--- src/hw/rtl/gyro_yaw_integrator_assert.svh ---
// Assertion macros shared by the gyro yaw integrator RTL.
`ifndef GYRO_YAW_INTEGRATOR_ASSERT_SVH
`define GYRO_YAW_INTEGRATOR_ASSERT_SVH

// Same-cycle implication, sampled on clk and disabled while arst_n is low.
`define GYI_ASSERT_IMP(label, ante, cons) \
	label: assert property (@(posedge clk) disable iff (!arst_n) (ante) |-> (cons)) \
		else $error("gyro_yaw_integrator: assertion failed");

// Next-cycle implication, sampled on clk and disabled while arst_n is low.
`define GYI_ASSERT_NEXT(label, ante, cons) \
	label: assert property (@(posedge clk) disable iff (!arst_n) (ante) |=> (cons)) \
		else $error("gyro_yaw_integrator: assertion failed");

`endif

--- src/hw/rtl/gyi_pkg.sv ---
// Types, codes and constants of the gyro yaw integrator.
package gyi_pkg;

	localparam int CAL_COUNT_BITS_DEF = 16;

	localparam int MIN_INTERVAL_W = 20;
	localparam logic [MIN_INTERVAL_W-1:0] MIN_INTERVAL_RST = 20'd20000;

	localparam int APB_ADDR_W = 3;
	localparam int APB_DATA_W = 32;
	localparam logic [APB_ADDR_W-3:0] REG_MIN_INTERVAL = '0;

	// Serial multiplier: a narrow multiplicand against a 32-bit multiplier.
	localparam int MUL_A_W = 27;
	localparam int MUL_B_W = 32;
	localparam int MUL_P_W = MUL_A_W + MUL_B_W;

	// Integration divides (|diff| * elapsed * 8 + half) by a fixed constant.
	localparam int RATE_NUM_W = 60;
	localparam int RATE_DEN_W = 22;
	localparam logic [RATE_DEN_W-1:0] RATE_DIV  = 22'd2046875;
	localparam logic [RATE_DEN_W-1:0] RATE_HALF = 22'd1023437;
	localparam int DELTA_W = 40;

	// pi/180 in Q32 and the number of fraction bits it carries.
	localparam logic [MUL_A_W-1:0] RAD_Q32 = 27'd74961321;
	localparam int RAD_FRAC = 32;

	typedef enum logic [1:0] {
		ACT_RATE    = 2'd0,
		ACT_CAL     = 2'd1,
		ACT_END_CAL = 2'd2,
		ACT_SET_YAW = 2'd3
	} action_t;

	typedef enum logic [2:0] {
		ST_INTEGRATED   = 3'd0,
		ST_FIRST        = 3'd1,
		ST_TOO_SOON     = 3'd2,
		ST_CAL_SAMPLE   = 3'd3,
		ST_CAL_DONE     = 3'd4,
		ST_CAL_EMPTY_SET = 3'd5
	} status_t;

	typedef enum logic [2:0] {
		S_IDLE,
		S_EXEC,
		S_MUL,
		S_DIV,
		S_RAD,
		S_RAD_WAIT,
		S_OUT
	} state_t;

	typedef struct packed {
		logic busy;
		logic done;
	} unit_stat_t;

	typedef struct packed {
		action_t             action;
		logic [31:0]         timestamp;
		logic signed [15:0]  raw_rate;
		logic signed [31:0]  yaw_value;
	} sample_t;

	typedef struct packed {
		logic signed [31:0]  yaw_degrees;
		logic signed [31:0]  yaw_radians;
		logic signed [23:0]  bias;
		status_t             status;
	} result_t;

endpackage

--- src/hw/rtl/gyro_yaw_integrator.sv ---
// Gyro yaw integrator top level: control, state registers and configuration port.
// Each sample transaction carries one of four actions (rate sample, calibration
// sample, end of calibration, set yaw) and yields exactly one result transaction
// holding the yaw in degrees and radians (signed Q16.16), the rate bias (raw LSB,
// signed Q8) and a status code. The block works on one transaction at a time:
// sample_stall is high from acceptance until the result has been placed in the
// output register, which then waits for the far side independently. The time per
// transaction is set by the two bit-serial units: the shift-and-add multiplier
// takes one bit of the 32-bit multiplier per cycle, the restoring divider one
// dividend bit per cycle. Every transaction ends with a multiplier pass turning
// degrees into radians; a calibration sample, set yaw, first or too-soon rate
// sample or empty end of calibration needs only that pass, an end of calibration
// divides first, and an integrated rate sample multiplies, divides and multiplies
// again. There is no clearing pass after reset. The minimum sample interval
// register sits at byte address 0 of the APB port and reads back zero-extended;
// the user must write it only while the block is idle; the block does not enforce it.

`include "gyro_yaw_integrator_assert.svh"

module gyro_yaw_integrator #(
	parameter int CAL_COUNT_BITS = gyi_pkg::CAL_COUNT_BITS_DEF
) (
	input  logic                             clk,
	input  logic                             arst_n,
	// Sample channel.
	input  logic                             sample_valid,
	output logic                             sample_stall,
	input  gyi_pkg::sample_t                 sample,
	// Result channel.
	output logic                             result_valid,
	input  logic                             result_stall,
	output gyi_pkg::result_t                 result,
	// Configuration port.
	input  logic                             psel,
	input  logic                             penable,
	input  logic                             pwrite,
	input  logic [gyi_pkg::APB_ADDR_W-1:0]   paddr,
	input  logic [gyi_pkg::APB_DATA_W-1:0]   pwdata,
	output logic [gyi_pkg::APB_DATA_W-1:0]   prdata,
	output logic                             pready
);

	// Calibration sums and counts scale with CAL_COUNT_BITS; so do the
	// dividend and divisor of the shared divider, which must also hold the
	// fixed integration division.
	localparam int SUM_W     = CAL_COUNT_BITS + 16;
	localparam int CAL_NUM_W = SUM_W + 9;
	localparam int NUM_W     = (CAL_NUM_W > gyi_pkg::RATE_NUM_W) ? CAL_NUM_W
		: gyi_pkg::RATE_NUM_W;
	localparam int DEN_W     = (CAL_COUNT_BITS + 1 > gyi_pkg::RATE_DEN_W)
		? CAL_COUNT_BITS + 1 : gyi_pkg::RATE_DEN_W;
	localparam int MIW       = gyi_pkg::MIN_INTERVAL_W;
	localparam int DW        = gyi_pkg::DELTA_W;

	// Control state.
	gyi_pkg::state_t  state_q, state_d;
	logic             out_valid_q;

	// Architectural state.
	logic [MIW-1:0]            min_interval_q;
	logic [31:0]               yaw_q;
	logic [31:0]               last_stamp_q;
	logic                      stamp_valid_q;
	logic [23:0]               bias_q;
	logic [SUM_W-1:0]          cal_sum_q;
	logic [CAL_COUNT_BITS-1:0] cal_count_q;
	gyi_pkg::status_t          status_q;
	logic                      neg_q;

	// Captured transaction and finished results.
	gyi_pkg::sample_t cur_q;
	logic [31:0]      rad_q;
	gyi_pkg::result_t out_q;

	// Datapath.
	logic [31:0]               elapsed;
	logic                      too_soon;
	logic                      integrate;
	logic [24:0]               diff;
	logic [24:0]               diff_mag;
	logic [31:0]               yaw_mag;
	logic [SUM_W-1:0]          cal_mag;
	logic [SUM_W-1:0]          raw_ext;
	logic                      cal_full;

	logic                          mul_start;
	logic [gyi_pkg::MUL_A_W-1:0]   mul_a;
	logic [gyi_pkg::MUL_B_W-1:0]   mul_b;
	logic [gyi_pkg::MUL_P_W-1:0]   mul_prod;
	gyi_pkg::unit_stat_t           mul_stat;

	logic                 div_start;
	logic [NUM_W-1:0]     div_base;
	logic [NUM_W-1:0]     div_addend;
	logic [NUM_W-1:0]     div_num;
	logic [DEN_W-1:0]     div_den;
	logic [NUM_W-1:0]     div_quot;
	gyi_pkg::unit_stat_t  div_stat;

	logic [DW:0]          delta_mag;
	logic [DW:0]          delta;
	logic [DW:0]          yaw_sum;
	logic [31:0]          yaw_sat;
	logic [23:0]          bias_mag;
	logic [gyi_pkg::MUL_A_W-1:0] rad_mag;
	logic [31:0]          rad_val;
	logic                 out_load;
	logic                 cfg_write;

	// ------------------------------------------------------------------
	// Configuration port. Every access completes in its access cycle.
	// ------------------------------------------------------------------
	assign pready    = 1'b1;
	assign cfg_write = psel && penable && pwrite
		&& (paddr[gyi_pkg::APB_ADDR_W-1:2] == gyi_pkg::REG_MIN_INTERVAL);
	assign prdata    = (paddr[gyi_pkg::APB_ADDR_W-1:2] == gyi_pkg::REG_MIN_INTERVAL)
		? gyi_pkg::APB_DATA_W'(min_interval_q) : '0;

	always_ff @(posedge clk or negedge arst_n) begin
		if (!arst_n) begin
			min_interval_q <= gyi_pkg::MIN_INTERVAL_RST;
		end else if (cfg_write) begin
			min_interval_q <= pwdata[MIW-1:0];
		end
	end

	// ------------------------------------------------------------------
	// Decode arithmetic on the captured transaction.
	// ------------------------------------------------------------------
	// Elapsed time wraps with the 32-bit microsecond counter.
	assign elapsed   = cur_q.timestamp - last_stamp_q;
	assign too_soon  = elapsed < 32'(min_interval_q);
	assign integrate = stamp_valid_q && !too_soon;

	// The rate difference in Q8 LSB needs 25 bits; its magnitude fits 25
	// bits unsigned.
	assign diff     = {cur_q.raw_rate[15], cur_q.raw_rate, 8'h00} - {bias_q[23], bias_q};
	assign diff_mag = diff[24] ? (25'd0 - diff) : diff;
	assign yaw_mag  = yaw_q[31] ? (32'd0 - yaw_q) : yaw_q;
	assign cal_mag  = cal_sum_q[SUM_W-1] ? (SUM_W'(0) - cal_sum_q) : cal_sum_q;
	assign raw_ext  = {{(SUM_W-16){cur_q.raw_rate[15]}}, cur_q.raw_rate};
	assign cal_full = (cal_count_q == '1);

	// The multiplier serves the integration product in the decode state and
	// the degrees-to-radians product otherwise.
	assign mul_a = (state_q == gyi_pkg::S_EXEC) ? gyi_pkg::MUL_A_W'(diff_mag)
		: gyi_pkg::RAD_Q32;
	assign mul_b = (state_q == gyi_pkg::S_EXEC) ? elapsed : yaw_mag;

	// The divider serves the calibration mean (sum * 512 + n) / (2n) and
	// the integration step (product * 8 + half) / constant through one adder.
	always_comb begin
		if (state_q == gyi_pkg::S_EXEC) begin
			div_base   = NUM_W'({cal_mag, 9'h000});
			div_addend = NUM_W'(cal_count_q);
			div_den    = DEN_W'({cal_count_q, 1'b0});
		end else begin
			div_base   = NUM_W'({mul_prod, 3'b000});
			div_addend = NUM_W'(gyi_pkg::RATE_HALF);
			div_den    = DEN_W'(gyi_pkg::RATE_DIV);
		end
	end
	assign div_num = div_base + div_addend;

	gyi_serial_mul u_mul (
		.clk     (clk),
		.arst_n  (arst_n),
		.start   (mul_start),
		.a       (mul_a),
		.b       (mul_b),
		.stat    (mul_stat),
		.product (mul_prod)
	);

	gyi_serial_div #(
		.NUM_W (NUM_W),
		.DEN_W (DEN_W)
	) u_div (
		.clk      (clk),
		.arst_n   (arst_n),
		.start    (div_start),
		.num      (div_num),
		.den      (div_den),
		.stat     (div_stat),
		.quotient (div_quot)
	);

	// Signed yaw step, rounded away from zero by the divider's half term,
	// then a saturating add to the 32-bit angle.
	assign delta_mag = {1'b0, div_quot[DW-1:0]};
	assign delta     = neg_q ? ((DW+1)'(0) - delta_mag) : delta_mag;
	assign yaw_sum   = {{(DW+1-32){yaw_q[31]}}, yaw_q} + delta;
	always_comb begin
		if ((yaw_sum[DW:31] == '0) || (yaw_sum[DW:31] == '1)) begin
			yaw_sat = yaw_sum[31:0];
		end else if (yaw_sum[DW]) begin
			yaw_sat = 32'h8000_0000;
		end else begin
			yaw_sat = 32'h7fff_ffff;
		end
	end

	// The mean never exceeds 2^23 in magnitude, so 24 bits of quotient hold it.
	assign bias_mag = div_quot[23:0];

	// Radians: round the Q32 product to nearest on the magnitude, then sign.
	assign rad_mag = mul_prod[gyi_pkg::MUL_P_W-1:gyi_pkg::RAD_FRAC]
		+ gyi_pkg::MUL_A_W'(mul_prod[gyi_pkg::RAD_FRAC-1]);
	assign rad_val = yaw_q[31] ? (32'd0 - 32'(rad_mag)) : 32'(rad_mag);

	// ------------------------------------------------------------------
	// Sequencer.
	// ------------------------------------------------------------------
	always_ff @(posedge clk or negedge arst_n) begin
		if (!arst_n) begin
			state_q <= gyi_pkg::S_IDLE;
		end else begin
			state_q <= state_d;
		end
	end

	always_comb begin
		state_d   = state_q;
		mul_start = 1'b0;
		div_start = 1'b0;
		out_load  = 1'b0;
		case (state_q)
			gyi_pkg::S_IDLE: begin
				if (sample_valid) begin
					state_d = gyi_pkg::S_EXEC;
				end
			end
			gyi_pkg::S_EXEC: begin
				state_d = gyi_pkg::S_RAD;
				case (cur_q.action)
					gyi_pkg::ACT_RATE: begin
						if (integrate) begin
							mul_start = 1'b1;
							state_d   = gyi_pkg::S_MUL;
						end
					end
					gyi_pkg::ACT_END_CAL: begin
						if (cal_count_q != '0) begin
							div_start = 1'b1;
							state_d   = gyi_pkg::S_DIV;
						end
					end
					default: begin
						state_d = gyi_pkg::S_RAD;
					end
				endcase
			end
			gyi_pkg::S_MUL: begin
				if (mul_stat.done) begin
					div_start = 1'b1;
					state_d   = gyi_pkg::S_DIV;
				end
			end
			gyi_pkg::S_DIV: begin
				if (div_stat.done) begin
					state_d = gyi_pkg::S_RAD;
				end
			end
			gyi_pkg::S_RAD: begin
				mul_start = 1'b1;
				state_d   = gyi_pkg::S_RAD_WAIT;
			end
			gyi_pkg::S_RAD_WAIT: begin
				if (mul_stat.done) begin
					state_d = gyi_pkg::S_OUT;
				end
			end
			gyi_pkg::S_OUT: begin
				// The output register takes the result once it is empty or
				// its current transaction leaves in this cycle.
				if (!out_valid_q || !result_stall) begin
					out_load = 1'b1;
					state_d  = gyi_pkg::S_IDLE;
				end
			end
			default: begin
				state_d = gyi_pkg::S_IDLE;
			end
		endcase
	end

	assign sample_stall = (state_q != gyi_pkg::S_IDLE);

	always_ff @(posedge clk) begin
		if (sample_valid && !sample_stall) begin
			cur_q <= sample;
		end
	end

	// ------------------------------------------------------------------
	// Architectural state updates.
	// ------------------------------------------------------------------
	always_ff @(posedge clk or negedge arst_n) begin
		if (!arst_n) begin
			yaw_q         <= '0;
			last_stamp_q  <= '0;
			stamp_valid_q <= 1'b0;
			bias_q        <= '0;
			cal_sum_q     <= '0;
			cal_count_q   <= '0;
			status_q      <= gyi_pkg::ST_INTEGRATED;
			neg_q         <= 1'b0;
			rad_q         <= '0;
		end else begin
			case (state_q)
				gyi_pkg::S_EXEC: begin
					case (cur_q.action)
						gyi_pkg::ACT_RATE: begin
							if (!stamp_valid_q) begin
								// A first sample only sets the time base.
								last_stamp_q  <= cur_q.timestamp;
								stamp_valid_q <= 1'b1;
								status_q      <= gyi_pkg::ST_FIRST;
							end else if (too_soon) begin
								status_q <= gyi_pkg::ST_TOO_SOON;
							end else begin
								last_stamp_q <= cur_q.timestamp;
								neg_q        <= diff[24];
								status_q     <= gyi_pkg::ST_INTEGRATED;
							end
						end
						gyi_pkg::ACT_CAL: begin
							// A full count ignores further samples.
							if (!cal_full) begin
								cal_sum_q   <= cal_sum_q + raw_ext;
								cal_count_q <= cal_count_q + 1'b1;
							end
							status_q <= gyi_pkg::ST_CAL_SAMPLE;
						end
						gyi_pkg::ACT_END_CAL: begin
							if (cal_count_q == '0) begin
								status_q <= gyi_pkg::ST_CAL_EMPTY_SET;
							end else begin
								// The divider has taken its operands in
								// this cycle, so the sums can clear now.
								neg_q       <= cal_sum_q[SUM_W-1];
								cal_sum_q   <= '0;
								cal_count_q <= '0;
								status_q    <= gyi_pkg::ST_CAL_DONE;
							end
						end
						gyi_pkg::ACT_SET_YAW: begin
							yaw_q    <= cur_q.yaw_value;
							status_q <= gyi_pkg::ST_CAL_EMPTY_SET;
						end
						default: begin
							status_q <= status_q;
						end
					endcase
				end
				gyi_pkg::S_DIV: begin
					if (div_stat.done) begin
						if (status_q == gyi_pkg::ST_INTEGRATED) begin
							yaw_q <= yaw_sat;
						end else begin
							bias_q <= neg_q ? (24'd0 - bias_mag) : bias_mag;
						end
					end
				end
				gyi_pkg::S_RAD_WAIT: begin
					if (mul_stat.done) begin
						rad_q <= rad_val;
					end
				end
				default: begin
					rad_q <= rad_q;
				end
			endcase
		end
	end

	// ------------------------------------------------------------------
	// Output register.
	// ------------------------------------------------------------------
	always_ff @(posedge clk or negedge arst_n) begin
		if (!arst_n) begin
			out_valid_q <= 1'b0;
		end else if (out_load) begin
			out_valid_q <= 1'b1;
		end else if (!result_stall) begin
			out_valid_q <= 1'b0;
		end
	end

	always_ff @(posedge clk) begin
		if (out_load) begin
			out_q.yaw_degrees <= yaw_q;
			out_q.yaw_radians <= rad_q;
			out_q.bias        <= bias_q;
			out_q.status      <= status_q;
		end
	end

	assign result_valid = out_valid_q;
	assign result       = out_q;

	// ------------------------------------------------------------------
	// Assertions.
	// ------------------------------------------------------------------
	`GYI_ASSERT_IMP(a_units_exclusive, 1'b1, !(mul_stat.busy && div_stat.busy))
	`GYI_ASSERT_NEXT(a_accept_decodes, sample_valid && !sample_stall, state_q == gyi_pkg::S_EXEC)
	`GYI_ASSERT_IMP(a_bias_from_divider, !$stable(bias_q), $past(state_q) == gyi_pkg::S_DIV)
	`GYI_ASSERT_IMP(a_result_from_out, $rose(result_valid), $past(state_q) == gyi_pkg::S_OUT)

endmodule

--- src/hw/rtl/gyi_serial_mul.sv ---
// Bit-serial shift-and-add multiplier, one multiplier bit per cycle.
module gyi_serial_mul (
	input  logic                          clk,
	input  logic                          arst_n,
	input  logic                          start,
	input  logic [gyi_pkg::MUL_A_W-1:0]   a,
	input  logic [gyi_pkg::MUL_B_W-1:0]   b,
	output gyi_pkg::unit_stat_t           stat,
	output logic [gyi_pkg::MUL_P_W-1:0]   product
);

	localparam int A_W   = gyi_pkg::MUL_A_W;
	localparam int B_W   = gyi_pkg::MUL_B_W;
	localparam int CNT_W = $clog2(B_W);

	logic             busy_q;
	logic             done_q;
	logic [CNT_W-1:0] cnt_q;
	logic [A_W-1:0]   a_q;
	logic [A_W-1:0]   hi_q;
	logic [B_W-1:0]   lo_q;
	logic [A_W:0]     sum;
	logic             last_step;

	// The low half shifts the multiplier out as the product shifts in.
	assign sum       = {1'b0, hi_q} + (lo_q[0] ? {1'b0, a_q} : '0);
	assign last_step = busy_q && (cnt_q == CNT_W'(B_W - 1));

	always_ff @(posedge clk or negedge arst_n) begin
		if (!arst_n) begin
			busy_q <= 1'b0;
			done_q <= 1'b0;
			cnt_q  <= '0;
		end else begin
			done_q <= last_step;
			if (start) begin
				busy_q <= 1'b1;
				cnt_q  <= '0;
			end else if (busy_q) begin
				cnt_q <= cnt_q + 1'b1;
				if (last_step) begin
					busy_q <= 1'b0;
				end
			end
		end
	end

	always_ff @(posedge clk) begin
		if (start) begin
			a_q  <= a;
			hi_q <= '0;
			lo_q <= b;
		end else if (busy_q) begin
			{hi_q, lo_q} <= {sum, lo_q[B_W-1:1]};
		end
	end

	assign stat.busy = busy_q;
	assign stat.done = done_q;
	assign product   = {hi_q, lo_q};

endmodule

--- src/hw/rtl/gyi_serial_div.sv ---
// Bit-serial restoring divider, one quotient bit per cycle.
module gyi_serial_div #(
	parameter int NUM_W = gyi_pkg::RATE_NUM_W,
	parameter int DEN_W = gyi_pkg::RATE_DEN_W
) (
	input  logic               clk,
	input  logic               arst_n,
	input  logic               start,
	input  logic [NUM_W-1:0]   num,
	input  logic [DEN_W-1:0]   den,
	output gyi_pkg::unit_stat_t stat,
	output logic [NUM_W-1:0]   quotient
);

	localparam int CNT_W = $clog2(NUM_W);

	logic             busy_q;
	logic             done_q;
	logic [CNT_W-1:0] cnt_q;
	logic [NUM_W-1:0] num_q;
	logic [DEN_W-1:0] den_q;
	logic [DEN_W-1:0] rem_q;
	logic [DEN_W:0]   trial;
	logic [DEN_W:0]   trial_sub;
	logic             fits;
	logic             last_step;

	// The partial remainder stays below the divisor, so one compare and
	// subtract per bit is enough.
	assign trial     = {rem_q, num_q[NUM_W-1]};
	assign fits      = (trial >= {1'b0, den_q});
	assign trial_sub = trial - {1'b0, den_q};
	assign last_step = busy_q && (cnt_q == CNT_W'(NUM_W - 1));

	always_ff @(posedge clk or negedge arst_n) begin
		if (!arst_n) begin
			busy_q <= 1'b0;
			done_q <= 1'b0;
			cnt_q  <= '0;
		end else begin
			done_q <= last_step;
			if (start) begin
				busy_q <= 1'b1;
				cnt_q  <= '0;
			end else if (busy_q) begin
				cnt_q <= cnt_q + 1'b1;
				if (last_step) begin
					busy_q <= 1'b0;
				end
			end
		end
	end

	// The dividend register fills with quotient bits from the bottom.
	always_ff @(posedge clk) begin
		if (start) begin
			num_q <= num;
			den_q <= den;
			rem_q <= '0;
		end else if (busy_q) begin
			num_q <= {num_q[NUM_W-2:0], fits};
			rem_q <= fits ? trial_sub[DEN_W-1:0] : trial[DEN_W-1:0];
		end
	end

	assign stat.busy = busy_q;
	assign stat.done = done_q;
	assign quotient  = num_q;

endmodule
--- config.mk ---
export PLATFORM = sky130hd
export DESIGN_NAME = gyro_yaw_integrator
export DESIGN_NICKNAME = d
export VERILOG_FILES = /design/src/hw/rtl/gyi_pkg.sv /design/src/hw/rtl/gyro_yaw_integrator.sv /design/src/hw/rtl/gyi_serial_mul.sv /design/src/hw/rtl/gyi_serial_div.sv
export VERILOG_INCLUDE_DIRS = /design/src /design/src/hw/rtl
export SDC_FILE = /design/constraint.sdc
export NUM_CORES = 2
export LEC_CHECK = 0
export ABC_CLOCK_PERIOD_IN_PS = 15400
export CAP_MARGIN = 25
export CORE_AREA = 5 5 245 247
export DETAILED_ROUTE_END_ITERATION = 10
export DIE_AREA = 0 0 250 252
export DONT_BUFFER_PORTS = 1
export HOLD_SLACK_MARGIN = 0.06
export PLACE_DENSITY_LB_ADDON = 0.1
export SYNTH_ARGS = -nofsm -noshare
export SYNTH_HDL_FRONTEND = slang
export SYNTH_HIERARCHICAL = 1
export SYNTH_SLANG_ARGS = --single-unit
--- constraint.sdc ---
create_clock -name clk -period 15.4 [get_ports clk]
set_clock_uncertainty 0.05 [all_clocks]
set_input_delay 0.77 -clock clk [delete_from_list [all_inputs] [get_ports clk]]
set_output_delay 0.77 -clock clk [all_outputs]
set_load 0.01 [all_outputs]
======== After elaboration in Yosys (flattened, before gate mapping) ========
Cells that the tools add are included.
word-level totals
  register bits after elaboration ......... 575
  logic and storage cells ................. 186
  output and inout bits ................... 126
  input bits .............................. 124
cells by class
  multiplexer cells ....................... 70
  magnitude comparators ................... 2
  bitwise operators ....................... 2
  reductions and logical operators ........ 34
  equality and inequality tests ........... 26
  add/sub/neg operators ................... 17
operators by type and width
  operator                 number
  $mux W32                 15
  $mux W60                 3
  $pmux W32 S2             2
  $sub A1 B32 Y32 const A  2
  $add A60 B60 Y60         1
  $mux W27                 2
  $add A41 B41 Y41         1
  $mux W41                 1
  $sub A1 B40 Y41 const A  1
  $mux W20                 2
  $add A32 B32 Y32         1
  $lt A32 B20 Y1           1
  $mux W16                 2
  $pmux W16 S2             1
  $sub A32 B32 Y32         1
  $add A27 B28 Y28         1
  $sub A1 B27 Y28 const A  1
  $add A27 B1 Y27          1
  $mux W25                 1
  $sub A1 B25 Y25 const A  1
  $sub A24 B24 Y25         1
  $mux W24                 1
  $sub A1 B24 Y24 const A  1
  $ge A23 B22 Y1           1
  41 further kinds         106

======== Depth between registers and ports, before layout ========
  word-level depth ........................ 9
  gate-level depth with buffers ........... 25
  mapped depth without buffers ............ 24

======== Modules after synthesis ========
Netlist, hierarchy kept.
by module, submodules not included
  module               seq. area each (um^2)  cells each  area an instance (um^2)  times used
  gyro_yaw_integrator  9910.8                 2908        26322.7                  1
  gyi_serial_div       3103.0                 462         5691.7                   1
  gyi_serial_mul       2487.4                 435         4902.2                   1

======== Worst setup path before layout ========
No wires, ideal clock.
  path type ............................... register to register
  from .................................... register cur_q[48] in the netlist's numbering
  to ...................................... register u_mul.lo_q[0], enable pin
  slack ................................... 8873 ps
  arrival time ............................ 6090 ps
  setup time .............................. 387 ps
  clock period less this slack ............ 6527 ps
  required time ........................... 14963 ps
  buffers on the path ..................... 2
  stages on the path, launching flop included .. 25
  cells stage by stage .................... edfxtp_1 -> inv_1 -> ha_1 -> inv_1 -> fa_1 -> a21o_1 -> a221oi_1 -> o21a_1 -> o21ai_1 -> xor2_1 -> ha_1 -> nand4_1 -> nor3_1 -> nor3_1 -> o211ai_1 -> a211oi_1 -> o31ai_1 -> nor4_1 -> nand4b_1 -> o31ai_1 -> o22ai_1 -> clkbuf_1 -> nor2_1 -> clkbuf_1 -> inv_1
between the ends
  word-level cells in the longest chain between the ends .. 8
ends and longest elaborated chain
  what                                 RTL line                    RTL
  start: declaration                   gyro_yaw_integrator.sv:71   gyi_pkg::sample_t cur_q;
  start signal: assignment             gyro_yaw_integrator.sv:291  cur_q <= sample;
  $sub A32 B32 Y32                     gyro_yaw_integrator.sv:131  assign elapsed = cur_q.timestamp - last_stamp_q;
  $lt A32 B20 Y1                       gyro_yaw_integrator.sv:132  assign too_soon = elapsed < 32'(min_interval_q);
  $logic_not A1 Y1                     gyro_yaw_integrator.sv:133  assign integrate = stamp_valid_q && !too_soon;
  $logic_and A1 B1 Y1                  gyro_yaw_integrator.sv:133
  $mux W1                              gyro_yaw_integrator.sv:237  if (integrate) begin
  $mux W1                              gyro_yaw_integrator.sv:235  case (cur_q.action)
  $pmux W1 S2                          gyro_yaw_integrator.sv:227  case (state_q)
  net mul_start                        gyro_yaw_integrator.sv:86   logic mul_start;
  $reduce_bool A2 Y1 (no source line)  n/a
  end signal: assignment               gyi_serial_mul.sv:54        {hi_q, lo_q} <= {sum, lo_q[B_W-1:1]};
  end: declaration                     gyi_serial_mul.sv:21        logic [B_W-1:0] lo_q;
The timed path passes the listed nets, and every way through them passes these cells.
A chain may end at the register's enable or synchronous reset.

======== Worst setup path in the final report ========
  from .................................... register cur_q[48] in the netlist's numbering
  to ...................................... register u_mul.hi_q[24]
between the ends
  word-level cells in the longest chain between the ends .. 7
ends and longest elaborated chain
  what                    RTL line                    RTL
  $sub A32 B32 Y32        gyro_yaw_integrator.sv:131
  $lt A32 B20 Y1          gyro_yaw_integrator.sv:132
  $logic_not A1 Y1        gyro_yaw_integrator.sv:133
  $logic_and A1 B1 Y1     gyro_yaw_integrator.sv:133
  $mux W1                 gyro_yaw_integrator.sv:237
  $mux W1                 gyro_yaw_integrator.sv:235
  $pmux W1 S2             gyro_yaw_integrator.sv:227
  net mul_start           gyro_yaw_integrator.sv:86
  end signal: assignment  gyi_serial_mul.sv:54
  end: declaration        gyi_serial_mul.sv:20        logic [A_W-1:0] hi_q;
The timed path passes the listed nets, and every way through them passes these cells.

==> impl_metrics.toml <==
[status]
outcome = "finished clean"

[cells_and_area]
synthToLayoutAreaGrowth_pct = 7.290
nNetsFinal = 4057
fin_area_um2 = 39590
drive_gt1_frac = 0.09807
num-fill-cells = 4357
fin_cells = 4540

[synthesis]
yosysWarnings = 6
avgSynthCellArea_um2 = 9.703
syn_area_um2 = 36900
synthCells = 3803

[global_routing]
grt.total_usage = 0.3117
grt_pass1_vias = 28030
grt_max_degree = 209
overflow = 0
grt_pass1_wl_mm = 158.1
antenna_found_initial = 5

[detailed_routing]
dr.first_iter.drc_count = 2318
ant_nets = 0
vias = 29160
viasPerCell = 6.424
routedWlPerCell_um = 22.68
drc_errors = 0
firstDrtPassIters = 6
drt-total-wl_mm = 103.0

[die]
fp-row-count = 88
fp.dieW_um = 250
io_pins = 250
die_y_um = 252
initial_core_util = 0.6433
core_area_um2 = 57370
fp.dieArea_um2 = 63000

[cts]
clk_path_buf_depth = 3
cts_tree = "built"
cts.sinks = 567
clkLatencyLatePin_ns = 0.65
cts_buffers = 59
cts-htree-levels = 2
clock_tree.root_cell = "clkbuf_16"
path_clk_slew_ns = 0.07

[timing]
setup_violations = 0
min_period_over_period = 0.4618
finalSetupTns_ns = 0
hold_viol = 0
worstMarginPinSlew_ns = 1.202
max_freq_mhz = 140.6
rsz0062_at_grt = "false"
whs_ns = 0.1349
maxSlewViolCount = 0
max-slew-margin-rel = 0.1987
min_period_ns = 7.112

[critical_path]
path_class = "reg -> reg"
arrival_ns = 7.61
crit_path_end_kind = "flop"
crit_path_start_kind = "flop"
cp_max_fo = 43
required_ns = 15.89

[power]
p_leak_nw = 15.60
power_density_nw_per_um2 = 240.6
peakVddDrop_uv = 150.8

[place]
gp_congestion = 0.9711
placed_area_um2 = 37410
dpl.hpwl_mm = 77.15
portBuffers = 0
dp_cells = 4421

[run]
maxCapViolations = 0

[hold_path]
hp-class = "in -> async"
==> cell usage in the layout, fill, tap and decap left out, types with 39 or more instances in the layout <==
| cell type | count |
|---|---|
| a21oi_1 | 203 |
| mux2_2 | 154 |
| o31ai_1 | 59 |
| xor2_1 | 148 |
| nand4_1 | 58 |
| dfrtp_1 | 202 |
| and2_1 | 52 |
| edfxtp_1 | 310 |
| clkbuf_16 | 60 |
| or3_1 | 39 |
| nor3_1 | 66 |
| nand2_1 | 383 |
| ha_1 | 206 |
| mux2i_1 | 39 |
| nor2_1 | 248 |
| o21ai_0 | 265 |
| inv_1 | 160 |
| dfxtp_1 | 49 |
| nand2b_1 | 46 |
| nand3_1 | 77 |
| xnor2_1 | 229 |
| a21o_1 | 70 |
==> path summary, 6_finish.rpt <==
check,cells past startpoint,start,slack (ns),end
max,26,cur_q[48],8.29,u_mul/hi_q[24]
min,1,arst_n,0.13,min_interval_q[15]
max reg2reg,26,cur_q[48],8.29,u_mul/hi_q[24]
min reg2reg,0,bias_q[19],0.39,result[22]
max in group asynchronous,1,arst_n,14.18,cal_sum_q[24]
min in group clk,0,sample[48],0.16,cur_q[48]
==> registers in the layout (all words and copies together) (netlist names), 20 cells and up <==
signal / cells
bias_q: 24
cal_sum_q: 32
cur_q: 82
last_stamp_q: 32
min_interval_q: 20
rad_q: 28
result: 87
u_div/den_q: 22
u_div/quotient: 60
u_div/rem_q: 22
u_mul/a_q: 27
u_mul/hi_q: 27
u_mul/lo_q: 32
yaw_q: 32
==> cell type report <==
type / count / area, um^2 / area share
Tap cell: 765 / 957.2 / 0.02418
Clock buffer: 70 / 1569 / 0.03963
Inverter: 163 / 613.1 / 0.01549
Multi-Input combinational cell: 2898 / 20100 / 0.5077
Antenna cell: 2 / 5.005 / 0.0001264
Timing Repair Buffer: 33 / 355.3 / 0.008975
Sequential cell: 567 / 15500 / 0.3916
Clock inverter: 42 / 489.2 / 0.01236
==> timing repair <==
item | 4_1_cts | 5_1_grt
resized for setup | 0 | 0
hold buffers | 1 | 0
setup buffers | 0 | 0
hold endpoints to repair | 208 | 0
==> where the power goes <==
group	total, mW	internal [mW]	switching, mW
registers	2.74	2.18	0.553
logic	5.28	2.09	3.18
clock network	1.52	0.883	0.633
total	9.53	5.16	4.37
==> metal layers <==
metal / global-route usage / vias up / part of all wire
li1: - / 13700 / -
met2: 0.5115 / 1037 / 0.47
met1: 0.4185 / 14190 / 0.42
met4: 0.1400 / 2 / 0.050
met3: 0.04103 / 238 / 0.064
met5: 0 / - / 0.00013
==> worst max-delay path, stage by stage, from the launching register on <==
cell and delay [ns]:
edfxtp_1 0.38, inv_1 0.07, ha_1 0.16, inv_1 0.07, fa_1 0.42, a21o_1 0.19, a221oi_1 0.50, o21a_1 0.32
o21ai_1 0.25, xor2_1 0.29, ha_1 0.30, nand4_1 0.16, nor3_1 0.08, nor3_1 0.13, o211ai_1 0.14, a211oi_1 0.41
o31ai_1 0.17, nor4_1 0.31, nand4b_1 0.18, o31ai_1 0.65, o22ai_4 0.11, buf_4 0.31, buf_4 0.35, nor2_1 0.14
buf_4 0.27, or4b_1 0.45, o211ai_1 0.10
==> per-stage QoR <==
stage | total power [mW] | util | setup WS, ns
finish | 9.527 | 0.6902 | 8.288
CTS | 9.446 | 0.6885 | 8.497
detailed placement | 7.887 | 0.6522 | 8.580
global placement | 7.704 | 0.6514 | 8.682
global route | 10.13 | 0.6902 | 7.825
floorplan | 6.445 | - | 8.873
Power figures use the tool's default switching activity.
